<file path="src/hdl/ugns_pkg.sv">
// ----------------------------------------------------------------------------
// ugns_pkg
// Shared types and constants of the uniform grid neighbor search block.
// ----------------------------------------------------------------------------
package ugns_pkg;

  localparam int POS_W      = 16;
  localparam int PROD_W     = 35;
  localparam int FRAC_SHIFT = 20;
  localparam int RAW_W      = PROD_W - FRAC_SHIFT;
  localparam int IDX_W      = 10;
  localparam int ID_W       = 10;
  localparam int KIND_W     = 2;

  typedef enum logic [1:0] {
    KIND_LOAD  = 2'd0,
    KIND_BUILD = 2'd1,
    KIND_QUERY = 2'd2,
    KIND_NEXT  = 2'd3
  } kind_e;

  typedef enum logic [2:0] {
    REG_PCOUNT  = 3'd0,
    REG_CELLS_X = 3'd1,
    REG_CELLS_Y = 3'd2,
    REG_CELLS_Z = 3'd3,
    REG_INV_SP  = 3'd4,
    REG_OFFSET  = 3'd5
  } reg_e;

  localparam logic [10:0] PCOUNT_RST = 11'd1024;
  localparam logic [4:0]  CELLS_RST  = 5'd16;
  localparam logic [15:0] INV_SP_RST = 16'd4096;
  localparam logic [15:0] OFFSET_RST = 16'd1024;

  typedef struct packed {
    logic [10:0] particle_count;
    logic [4:0]  cells_x;
    logic [4:0]  cells_y;
    logic [4:0]  cells_z;
    logic [15:0] inv_spacing;
    logic [15:0] grid_offset;
  } cfg_t;

  typedef enum logic [4:0] {
    ST_IDLE,
    ST_PREP0,
    ST_PREP1,
    ST_CLR,
    ST_BRD,
    ST_BMUL,
    ST_BCLAMP,
    ST_BXY,
    ST_BCN,
    ST_CRD,
    ST_CWR,
    ST_PRD,
    ST_PWR,
    ST_PLAST,
    ST_FRD,
    ST_FWR,
    ST_QRD,
    ST_QMUL,
    ST_QWIN,
    ST_LXY,
    ST_LCN,
    ST_LRS,
    ST_LRE,
    ST_LEND,
    ST_NCHK,
    ST_NRD,
    ST_NCMP,
    ST_OUT
  } state_e;

  typedef struct packed {
    logic accept;
    logic i_clr;
    logic i_inc;
    logic run_clr;
    logic build_start;
    logic clr_cnt;
    logic pos_rd;
    logic pos_from_q;
    logic mul;
    logic clamp;
    logic win_set;
    logic xy;
    logic cn;
    logic cur_sel;
    logic cnt_rd_cell;
    logic cnt_rd_idx;
    logic cnt_inc;
    logic pre_wr;
    logic pre_last;
    logic start_rd_cell;
    logic start_rd_next;
    logic start_dec;
    logic pos_take;
    logic end_take;
    logic deact;
    logic advance;
    logic id_rd;
    logic out_load;
    logic out_found;
  } cmd_t;

  typedef struct packed {
    logic i_eq_n;
    logic i_eq_nc;
    logic win_ok;
    logic active;
    logic pos_lt_end;
    logic cur_last;
    logic id_ne;
    logic out_free;
  } status_t;

endpackage

</file>
<file path="src/hdl/ugns_ctrl.sv">
// ----------------------------------------------------------------------------
// ugns_ctrl
// Controller: sequences load, build, query and next items over the datapath.
// ----------------------------------------------------------------------------
module ugns_ctrl (
  input  logic              clk_i,
  input  logic              rst_ni,
  input  logic              in_valid_i,
  input  ugns_pkg::kind_e   in_kind_i,
  output logic              in_ready_o,
  input  ugns_pkg::status_t sts_i,
  output ugns_pkg::cmd_t    cmd_o
);

  ugns_pkg::state_e state_q, state_d;
  logic fill_q, fill_d;
  logic nxt_q, nxt_d;
  logic fnd_q, fnd_d;

  always_ff @(posedge clk_i or negedge rst_ni) begin
    if (!rst_ni) begin
      state_q <= ugns_pkg::ST_IDLE;
      fill_q  <= 1'b0;
      nxt_q   <= 1'b0;
      fnd_q   <= 1'b0;
    end else begin
      state_q <= state_d;
      fill_q  <= fill_d;
      nxt_q   <= nxt_d;
      fnd_q   <= fnd_d;
    end
  end

  always_comb begin
    state_d    = state_q;
    fill_d     = fill_q;
    nxt_d      = nxt_q;
    fnd_d      = fnd_q;
    cmd_o      = '0;
    in_ready_o = 1'b0;
    case (state_q)
      ugns_pkg::ST_IDLE: begin
        in_ready_o = 1'b1;
        if (in_valid_i) begin
          cmd_o.accept  = 1'b1;
          cmd_o.i_clr   = 1'b1;
          cmd_o.run_clr = 1'b1;
          nxt_d         = (in_kind_i == ugns_pkg::KIND_NEXT);
          case (in_kind_i)
            ugns_pkg::KIND_BUILD: state_d = ugns_pkg::ST_PREP0;
            ugns_pkg::KIND_QUERY: state_d = ugns_pkg::ST_QRD;
            ugns_pkg::KIND_NEXT:  state_d = ugns_pkg::ST_NCHK;
            default:              state_d = ugns_pkg::ST_IDLE;
          endcase
        end
      end
      ugns_pkg::ST_PREP0: state_d = ugns_pkg::ST_PREP1;
      ugns_pkg::ST_PREP1: begin
        cmd_o.build_start = 1'b1;
        state_d           = ugns_pkg::ST_CLR;
      end
      ugns_pkg::ST_CLR: begin
        if (sts_i.i_eq_nc) begin
          cmd_o.i_clr = 1'b1;
          fill_d      = 1'b0;
          state_d     = ugns_pkg::ST_BRD;
        end else begin
          cmd_o.clr_cnt = 1'b1;
          cmd_o.i_inc   = 1'b1;
        end
      end
      ugns_pkg::ST_BRD: begin
        if (sts_i.i_eq_n) begin
          if (fill_q) begin
            state_d = ugns_pkg::ST_IDLE;
          end else begin
            cmd_o.i_clr = 1'b1;
            state_d     = ugns_pkg::ST_PRD;
          end
        end else begin
          cmd_o.pos_rd = 1'b1;
          state_d      = ugns_pkg::ST_BMUL;
        end
      end
      ugns_pkg::ST_BMUL: begin
        cmd_o.mul = 1'b1;
        state_d   = ugns_pkg::ST_BCLAMP;
      end
      ugns_pkg::ST_BCLAMP: begin
        cmd_o.clamp = 1'b1;
        state_d     = ugns_pkg::ST_BXY;
      end
      ugns_pkg::ST_BXY: begin
        cmd_o.xy = 1'b1;
        state_d  = ugns_pkg::ST_BCN;
      end
      ugns_pkg::ST_BCN: begin
        cmd_o.cn = 1'b1;
        state_d  = fill_q ? ugns_pkg::ST_FRD : ugns_pkg::ST_CRD;
      end
      ugns_pkg::ST_CRD: begin
        cmd_o.cnt_rd_cell = 1'b1;
        state_d           = ugns_pkg::ST_CWR;
      end
      ugns_pkg::ST_CWR: begin
        cmd_o.cnt_inc = 1'b1;
        cmd_o.i_inc   = 1'b1;
        state_d       = ugns_pkg::ST_BRD;
      end
      ugns_pkg::ST_PRD: begin
        if (sts_i.i_eq_nc) begin
          state_d = ugns_pkg::ST_PLAST;
        end else begin
          cmd_o.cnt_rd_idx = 1'b1;
          state_d          = ugns_pkg::ST_PWR;
        end
      end
      ugns_pkg::ST_PWR: begin
        cmd_o.pre_wr = 1'b1;
        cmd_o.i_inc  = 1'b1;
        state_d      = ugns_pkg::ST_PRD;
      end
      ugns_pkg::ST_PLAST: begin
        cmd_o.pre_last = 1'b1;
        cmd_o.i_clr    = 1'b1;
        fill_d         = 1'b1;
        state_d        = ugns_pkg::ST_BRD;
      end
      ugns_pkg::ST_FRD: begin
        cmd_o.start_rd_cell = 1'b1;
        state_d             = ugns_pkg::ST_FWR;
      end
      ugns_pkg::ST_FWR: begin
        cmd_o.start_dec = 1'b1;
        cmd_o.i_inc     = 1'b1;
        state_d         = ugns_pkg::ST_BRD;
      end
      ugns_pkg::ST_QRD: begin
        cmd_o.pos_rd     = 1'b1;
        cmd_o.pos_from_q = 1'b1;
        state_d          = ugns_pkg::ST_QMUL;
      end
      ugns_pkg::ST_QMUL: begin
        cmd_o.mul = 1'b1;
        state_d   = ugns_pkg::ST_QWIN;
      end
      ugns_pkg::ST_QWIN: begin
        cmd_o.win_set = 1'b1;
        state_d       = sts_i.win_ok ? ugns_pkg::ST_LXY : ugns_pkg::ST_IDLE;
      end
      ugns_pkg::ST_LXY: begin
        cmd_o.xy      = 1'b1;
        cmd_o.cur_sel = 1'b1;
        state_d       = ugns_pkg::ST_LCN;
      end
      ugns_pkg::ST_LCN: begin
        cmd_o.cn      = 1'b1;
        cmd_o.cur_sel = 1'b1;
        state_d       = ugns_pkg::ST_LRS;
      end
      ugns_pkg::ST_LRS: begin
        cmd_o.start_rd_cell = 1'b1;
        state_d             = ugns_pkg::ST_LRE;
      end
      ugns_pkg::ST_LRE: begin
        cmd_o.start_rd_next = 1'b1;
        cmd_o.pos_take      = 1'b1;
        state_d             = ugns_pkg::ST_LEND;
      end
      ugns_pkg::ST_LEND: begin
        cmd_o.end_take = 1'b1;
        state_d        = nxt_q ? ugns_pkg::ST_NCHK : ugns_pkg::ST_IDLE;
      end
      ugns_pkg::ST_NCHK: begin
        if (!sts_i.active) begin
          fnd_d   = 1'b0;
          state_d = ugns_pkg::ST_OUT;
        end else if (sts_i.pos_lt_end) begin
          state_d = ugns_pkg::ST_NRD;
        end else if (sts_i.cur_last) begin
          cmd_o.deact = 1'b1;
          fnd_d       = 1'b0;
          state_d     = ugns_pkg::ST_OUT;
        end else begin
          cmd_o.advance = 1'b1;
          state_d       = ugns_pkg::ST_LXY;
        end
      end
      ugns_pkg::ST_NRD: begin
        cmd_o.id_rd = 1'b1;
        state_d     = ugns_pkg::ST_NCMP;
      end
      ugns_pkg::ST_NCMP: begin
        if (sts_i.id_ne) begin
          fnd_d   = 1'b1;
          state_d = ugns_pkg::ST_OUT;
        end else begin
          state_d = ugns_pkg::ST_NCHK;
        end
      end
      ugns_pkg::ST_OUT: begin
        if (sts_i.out_free) begin
          cmd_o.out_load  = 1'b1;
          cmd_o.out_found = fnd_q;
          state_d         = ugns_pkg::ST_IDLE;
        end
      end
      default: state_d = ugns_pkg::ST_IDLE;
    endcase
  end

endmodule

</file>
<file path="config.mk">
export PLATFORM = sky130hd
export DESIGN_NAME = ugns_ctrl
export DESIGN_NICKNAME = d
export VERILOG_FILES = /design/src/hdl/ugns_pkg.sv /design/src/hdl/ugns_ctrl.sv
export SDC_FILE = /design/constraint.sdc
export NUM_CORES = 1
export LEC_CHECK = 0
export ABC_AREA = 1
export BUFFER_PORTS_ARGS = -buffer_cell sky130_fd_sc_hd__buf_2
export CAP_MARGIN = 5
export CORE_MARGIN = 2
export CORE_UTILIZATION = 43
export CTS_CLUSTER_DIAMETER = 40
export DETAILED_ROUTE_END_ITERATION = 16
export PLACE_DENSITY = 0.76
export SETUP_SLACK_MARGIN = 0.15
export SLEW_MARGIN = 20
export SYNTH_ARGS = -nofsm -noshare
export SYNTH_HDL_FRONTEND = slang
export SYNTH_SLANG_ARGS = --single-unit
</file>
<file path="constraint.sdc">
create_clock -name clk_i -period 1.3 [get_ports clk_i]
set_input_delay 0.13 -clock clk_i [delete_from_list [all_inputs] [get_ports clk_i]]
set_output_delay 0.13 -clock clk_i [all_outputs]
set_load 0.02 [all_outputs]
</file>
==> impl_metrics.toml, run 1 <==
[outcome]
stop_stage = "5_1_grt"
status = "stopped before the end"
firstError = "[ERROR DPL-0038] Utilization greater than 100%, impossible to legalize"

[sta]
endpoint_type = "top-level output"
grt_worst_setup_endpoint = "cmd_o[27]"

[synth]
synth_fp_nets = 205
yosysTopAreaCell = "dfrtp_1"
synth_area_leaders = "dfrtp_1 19%, nand2_1 18%, nor2_1 12%"
yosys_warnings = 0
synthCells = 192
ys_seq_area_frac = 0.192
synth_top_area_frac = 0.192
synthesis.area_um2 = 1040
avgSynthCellArea_um2 = 5.43
ys_seq_elements = 8
synth.distinct_cells = 25

[floorplanning]
die_w_um = 53.3
start_util = 0.463
ios = 43
fp-row-count = 17
fp.dieH_um = 53.3

[clock_network]
cts_buffers = 3
cts_buffer_depth = 2
root_buffer = "clkbuf_4"
cts.sinks = 8
htree_levels = 1

[global_route]
grt_start_max_net_pins = 14

[place]
dpl.hpwl_um = 2980
place_congestion = 1.01
port_buffers = 42
post_dp_cell_area_um2 = 1580
==> timing repair <==
action / 4_1_cts
resized for setup: 106
hold buffers: 1
buffers inserted: 24
endpoints found under the hold margin: 8
endpoints found under the setup margin: 38
pin swaps: 18
==> cell families after synthesis <==
family	after synthesis	synth area share
compound gates	13	0.0671
buf+inv	44	0.174
flops	8	0.192
simple gates	127	0.567
==> cell usage after synthesis, drive strengths merged <==
cell type  count
or3            1
inv           38
dfrtp          8
nand3         22
nor2          39
clkbuf         1
nor4           1
nand2         54
o21ai          8
nand3b         1
buf            5
and3           1
nor3           3
o22ai          1
a21oi          4
nand4          5
==> through the flow <==
step | worst slack (ns) | std cells
4_1_cts | -0.361 | 317
2_1_floorplan | -0.274 | 192
3_5_place_dp | -0.179 | 288
3_3_place_gp | -0.168 | 288
==> inputs of run 2 (changes only) <==
--- a/config.mk
+++ b/config.mk
@@ -8,12 +8,10 @@
 export ABC_AREA = 1
 export BUFFER_PORTS_ARGS = -buffer_cell sky130_fd_sc_hd__buf_2
 export CAP_MARGIN = 5
-export CORE_MARGIN = 2
-export CORE_UTILIZATION = 43
-export CTS_CLUSTER_DIAMETER = 40
+export CORE_AREA = 2 2 63 65
 export DETAILED_ROUTE_END_ITERATION = 16
-export PLACE_DENSITY = 0.76
-export SETUP_SLACK_MARGIN = 0.15
+export DIE_AREA = 0 0 65 67
+export PLACE_DENSITY_LB_ADDON = 0.15
 export SLEW_MARGIN = 20
 export SYNTH_ARGS = -nofsm -noshare
 export SYNTH_HDL_FRONTEND = slang
==> constraint.sdc (replaced) <==
create_clock -name clk_i -period 1.7 [get_ports clk_i]
set_input_delay 0.17 -clock clk_i [delete_from_list [all_inputs] [get_ports clk_i]]
set_output_delay 0.17 -clock clk_i [all_outputs]
set_load 0.02 [all_outputs]
==> run 2 against run 1 <==
Compared with the run above: area after synthesis is the same; synthesized cell count is the same; the flow now finishes without violations.
==> impl_metrics.toml, run 2 <==
[floorplanning]
ios = 43
die_w_um = 65
start_util = 0.289
core_area_um2 = 3610
fp.dieArea_um2 = 4360
fp-row-count = 22
fp.dieH_um = 67

[final_layout]
final_cell_area_um2 = 1680
ff_latch_area_um2 = 205
finalNetCount = 269
n_antenna_cell = 0
fill_cells = 379
drive_above_1_share = 0.457
multiInputGateArea_um2 = 800
top_register = "state_q"
largest_register_ff_count = 5
layout_common_cells = "42 x nand2_1, 36 x buf_2, 28 x inv_1"
area_growth_syn_to_layout_pct = 61.0
instances_no_fill = 302
layout_commonest_cell = "nand2_1"

[synth]
ys_seq_elements = 8
synth-main-ff-cell = "dfrtp_1"
ys_seq_area_frac = 0.192
synthTopCellsByCount = "50 x nand2_1, 33 x nor2_1, 32 x inv_1, 21 x nand3_1, 8 x dfrtp_1"
avgSynthCellArea_um2 = 5.43
synthCells = 192
yosys_warnings = 0
synth_edf_count = 0
synth.distinct_cells = 25
synth_fp_nets = 205
async_flop_share = 1.00
yosysTopAreaCell = "dfrtp_1"
synthesis.area_um2 = 1040
synth_area_leaders = "dfrtp_1 19%, nand2_1 18%, nor2_1 12%"
synth.most_common_cell = "nand2_1"
synth_top_area_frac = 0.192

[drt]
drt-initial-drc-count = 127
drc_errors = 0
vias = 1420
firstDrtPassIters = 4
wire_per_inst_um = 12.6
vias_per_cell = 4.70
ant_nets = 0
wirelength_um = 3810

[power_and_ir_drop]
share_comb_of_total_power = 0.752
p_clk_frac = 0.087
ir_drop_mv = 0.687
power.switching_mw = 1.38
total_power_mw = 2.59
power_density_nw_per_um2 = 1540
power.share.sequential = 0.161
p_leak_nw = 1.04
switching_share = 0.532
power.internal_mw = 1.21

[clock_network]
cts.sinks = 8
cts_buffer_depth = 2
cts_tree = "built"
root_buffer = "clkbuf_8"
htree_levels = 1
cts_buffers = 3
path_clk_slew_ns = 0.04
worstSkewPairLatency_ns = 0.23

[sta]
holdWs_ns = 0.283
hold_viol = 0
max_slew_margin = 0.831
tightestPinTransition_ns = 0.251
max_freq_ghz = 0.590
min_period_ns = 1.70
period_share = 0.997
setup_viol_count_final = 0
rsz0062_at_grt = "true"
fin_skew_ns = 0.000203
drv_slew = 0
tns_ns = 0

[worst_setup_path]
endpoint_kind = "primary output"
crit_path_start = "state_q[3]$_DFFE_PN0P_"
critPathArrivalTime_ns = 1.53
r2r_start = "state_q[4]$_DFFE_PN0P_"
reg2reg_to = "state_q[1]$_DFFE_PN0P_"
required_ns = 1.53
critical_path_class = "reg -> out"
crit_end = "cmd_o[26]"
path_max_fanout = 5
startpoint_type = "flop"
rr_worst_depth = 9
rrSetupSlack_ns = 0.11

[min_path]
hold_path.class = "in -> reg"

[global_route]
grt_pass1_vias = 1372
grt_use_total = 0.179
grt_pass1_wl_um = 5980
antenna_found_initial = 0
grt_start_max_net_pins = 13
grt.overflow.total = 0

[outcome]
status = "completed"

[place]
port_buffers = 42
place_congestion = 0.829
dpl.hpwl_um = 2900
dp.cells = 281
post_dp_cell_area_um2 = 1320

[run]
cap_violations = 0
==> run 2: metal layers <==
metal	wire length, um	GRT usage	share of wire
met2	1860	0.289	0.49
met4	101	0.0984	0.027
met1	1640	0.233	0.43
met3	206	0.0186	0.054
met5	0	0	0
==> run 2: timing repair <==
action / CTS / global route
endpoints found under the hold margin: 8 / 0
setup endpoints to repair: 8 / 14
pin swaps: 4 / 10
hold buffers: 1 / 0
buffers inserted: 8 / 10
gates resized for setup: 17 / 35
==> run 2: cell type report <==
class                           count  share of cell area
Clock buffer                        3              0.0246
Inverter                           38              0.0894
Multi-Input combinational cell    140               0.476
Sequential cell                     8               0.122
Tap cell                           48              0.0357
Timing Repair Buffer               65               0.252
==> run 2: cells by family after synthesis <==
family	Yosys count	synth area share
buffers and inverters	44	0.174
AOI/OAI and AO/OA	13	0.0671
and+or+nand+nor	127	0.567
DFF	8	0.192
==> run 2: worst max-delay path, cell delays in order, from the launching register on <==
cell,delay [ns]
dfrtp_2,0.48
nand2_4,0.13
inv_4,0.06
nand3_4,0.06
o21ai_2,0.07
or3_4,0.36
buf_6,0.14
==> run 2: how the worst min path moves through the flow <==
| stage | startpoint | end | slack, ns | cells after the start |
|---|---|---|---|---|
| 2_1_floorplan | rst_ni | fill_q$_DFFE_PN0P_ | -0.13 | 0 |
| 3_3_place_gp | rst_ni | state_q[3]$_DFFE_PN0P_ | 0.02 | 1 |
| 3_5_place_dp | rst_ni | state_q[3]$_DFFE_PN0P_ | 0.02 | 1 |
| 4_1_cts | in_kind_i[0] | nxt_q$_DFFE_PN0P_ | 0.29 | 5 |
| 5_1_grt | sts_i[0] | state_q[4]$_DFFE_PN0P_ | 0.31 | 4 |
| 6_report | in_kind_i[0] | nxt_q$_DFFE_PN0P_ | 0.28 | 5 |
==> run 2: power by group through the flow <==
| stage | clock [mW] | combinational, mW | sequential, mW |
|---|---|---|---|
| floorplan | 0 | 1.01 | 0.361 |
| global placement | 0 | 1.41 | 0.392 |
| detailed placement | 0 | 1.39 | 0.391 |
| CTS | 0.230 | 1.57 | 0.403 |
| global route | 0.235 | 2.15 | 0.425 |
| finish | 0.225 | 1.95 | 0.417 |
==> run 2: through the flow <==
step           setup slack (ns)  utilization
3_3_place_gp              0.102        0.367
5_1_grt                 -0.0682        0.466
4_1_cts                -0.00265        0.412
3_5_place_dp             0.0786        0.367
6_report                0.00464        0.466
2_1_floorplan            0.0124            -
(Power assumes the default switching activity.)
==> inputs of run 3 (changes only) <==
==> constraint.sdc (replaced) <==
create_clock -name clk_i -period 1.63 [get_ports clk_i]
set_input_delay 0.163 -clock clk_i [delete_from_list [all_inputs] [get_ports clk_i]]
set_output_delay 0.163 -clock clk_i [all_outputs]
set_load 0.02 [all_outputs]
==> run 3 against run 2 <==
Compared with the run above: die area unchanged; design area increased by 5.4%; worst setup slack got worse by 0.053 ns; highest routed layer unchanged; sequential share of layout area decreased by 0.62 points; the run now ends with setup timing left; clock-buffer cell count increased by 1; non-clock buffer count increased by 9; hold slack got worse by 0.015 ns; cell count increased by 3.3%; utilization increased by 2.5 points; via count increased by 3.2%.
==> impl_metrics.toml, run 3 (synthesis results as in run 2) <==
[final_layout]
multiInputGateArea_um2 = 779
final_cell_area_um2 = 1770
largest_register_ff_count = 5
top_register = "state_q"
n_antenna_cell = 0
layout_commonest_cell = "nand2_1"
ff_latch_area_um2 = 205
drive_above_1_share = 0.481
finalNetCount = 278
area_growth_syn_to_layout_pct = 69.7
layout_common_cells = "43 x nand2_1, 38 x buf_4, 26 x nor2_1"
fill_cells = 379

[drt]
vias_per_cell = 4.70
drc_errors = 0
vias = 1466
drt-initial-drc-count = 116
firstDrtPassIters = 5
wirelength_um = 3800
ant_nets = 0
wire_per_inst_um = 12.2

[worst_setup_path]
rr_worst_depth = 7
endpoint_kind = "primary output"
path_max_fanout = 5
critPathArrivalTime_ns = 1.52
critical_path_class = "reg -> out"
startpoint_type = "flop"
required_ns = 1.47

[global_route]
grt_use_total = 0.182
grt_pass1_vias = 1300
grt_start_max_net_pins = 11
antenna_found_initial = 0
grt.overflow.total = 0
grt_pass1_wl_um = 6010

[clock_network]
cts_buffer_depth = 2
htree_levels = 1
path_clk_slew_ns = 0.05
worstSkewPairLatency_ns = 0.23
cts_buffers = 3
cts_tree = "built"
cts.sinks = 8
root_buffer = "clkbuf_8"

[place]
post_dp_cell_area_um2 = 1360
port_buffers = 42
place_congestion = 0.958
dpl.hpwl_um = 2950
dpl_worst_slack_ns = 0.103

[floorplanning]
fp-row-count = 22
core_area_um2 = 3610
start_util = 0.289
fp.dieArea_um2 = 4360
die_w_um = 65
ios = 43
fp.dieH_um = 67

[min_path]
hold_depth = 4
hold_path.class = "in -> reg"

[sta]
max_slew_margin = 0.835
holdWs_ns = 0.268
tns_ns = -0.0648
tightestPinTransition_ns = 0.244
rsz0062_at_grt = "true"
min_period_ns = 1.68
hold_viol = 0
fin_ws_ns = -0.0486
drv_slew = 0
max_freq_ghz = 0.596
fin_skew_ns = 0.00188
setup_viol_count_final = 3
period_share = 1.03

[run]
cap_violations = 0

[power_and_ir_drop]
power_density_nw_per_um2 = 1570
ir_drop_mv = 0.547
p_leak_nw = 1.09
total_power_mw = 2.77

[outcome]
status = "finished with violations"
violations = "setup timing"
## run 3: changes by cell type in the layout (fill, tap and decap cells not counted), sizes merged
cell	before	now
buf	64	73
clkbuf	3	4
## run 3: metal layers
layer	global-route usage	routed length, um
met4	0.0691	65
met2	0.323	1890
met3	0.0186	190
met1	0.224	1650
met5	0	0
## run 3: through the flow
step,instances,util
6_report,312,0.491
5_1_grt,312,0.491
4_1_cts,309,0.450
3_5_place_dp,285,0.378
3_3_place_gp,285,0.378
2_1_floorplan,192,-
## run 3: timing repair
item | in CTS | in global routing
gates resized for setup | 20 | 45
setup buffers | 19 | 4
endpoints found under the setup margin | 12 | 22
pin swaps | 11 | 8
hold buffers | 1 | 0
endpoints found under the hold margin | 8 | 0
## run 3: final timing paths
kind / start / endpoint / slack, ns
worst min-delay path: sts_i[0] / state_q[3]$_DFFE_PN0P_ / 0.27
worst max register to register: state_q[0]$_DFFE_PN0P_ / state_q[1]$_DFFE_PN0P_ / 0.12
worst min register to register: nxt_q$_DFFE_PN0P_ / nxt_q$_DFFE_PN0P_ / 0.51
min in group asynchronous: rst_ni / nxt_q$_DFFE_PN0P_ / 0.31
worst max-delay path: state_q[2]$_DFFE_PN0P_ / cmd_o[26] / -0.05
max in group asynchronous: rst_ni / state_q[0]$_DFFE_PN0P_ / 1.12
## run 3: where the power goes
part	total [mW]	switching [mW]	internal [mW]	leakage, nW
combinational	2.09	1.22	0.874	0.971
sequential	0.424	0.127	0.297	0.0980
clock	0.261	0.0904	0.171	0.0228
total	2.77	1.43	1.34	1.09
## run 3: cell type report
type,instances,area share
Multi-Input combinational cell,140,0.440
Clock buffer,4,0.0254
Sequential cell,8,0.116
Inverter,38,0.0834
Timing Repair Buffer,74,0.301
Tap cell,48,0.0339
## run 3: critical path, stage by stage, from the launching register on
cell,delay [ns]
dfrtp_1,0.40
buf_4,0.16
nand3_2,0.13
nor2_1,0.07
or3_1,0.38
buf_6,0.14
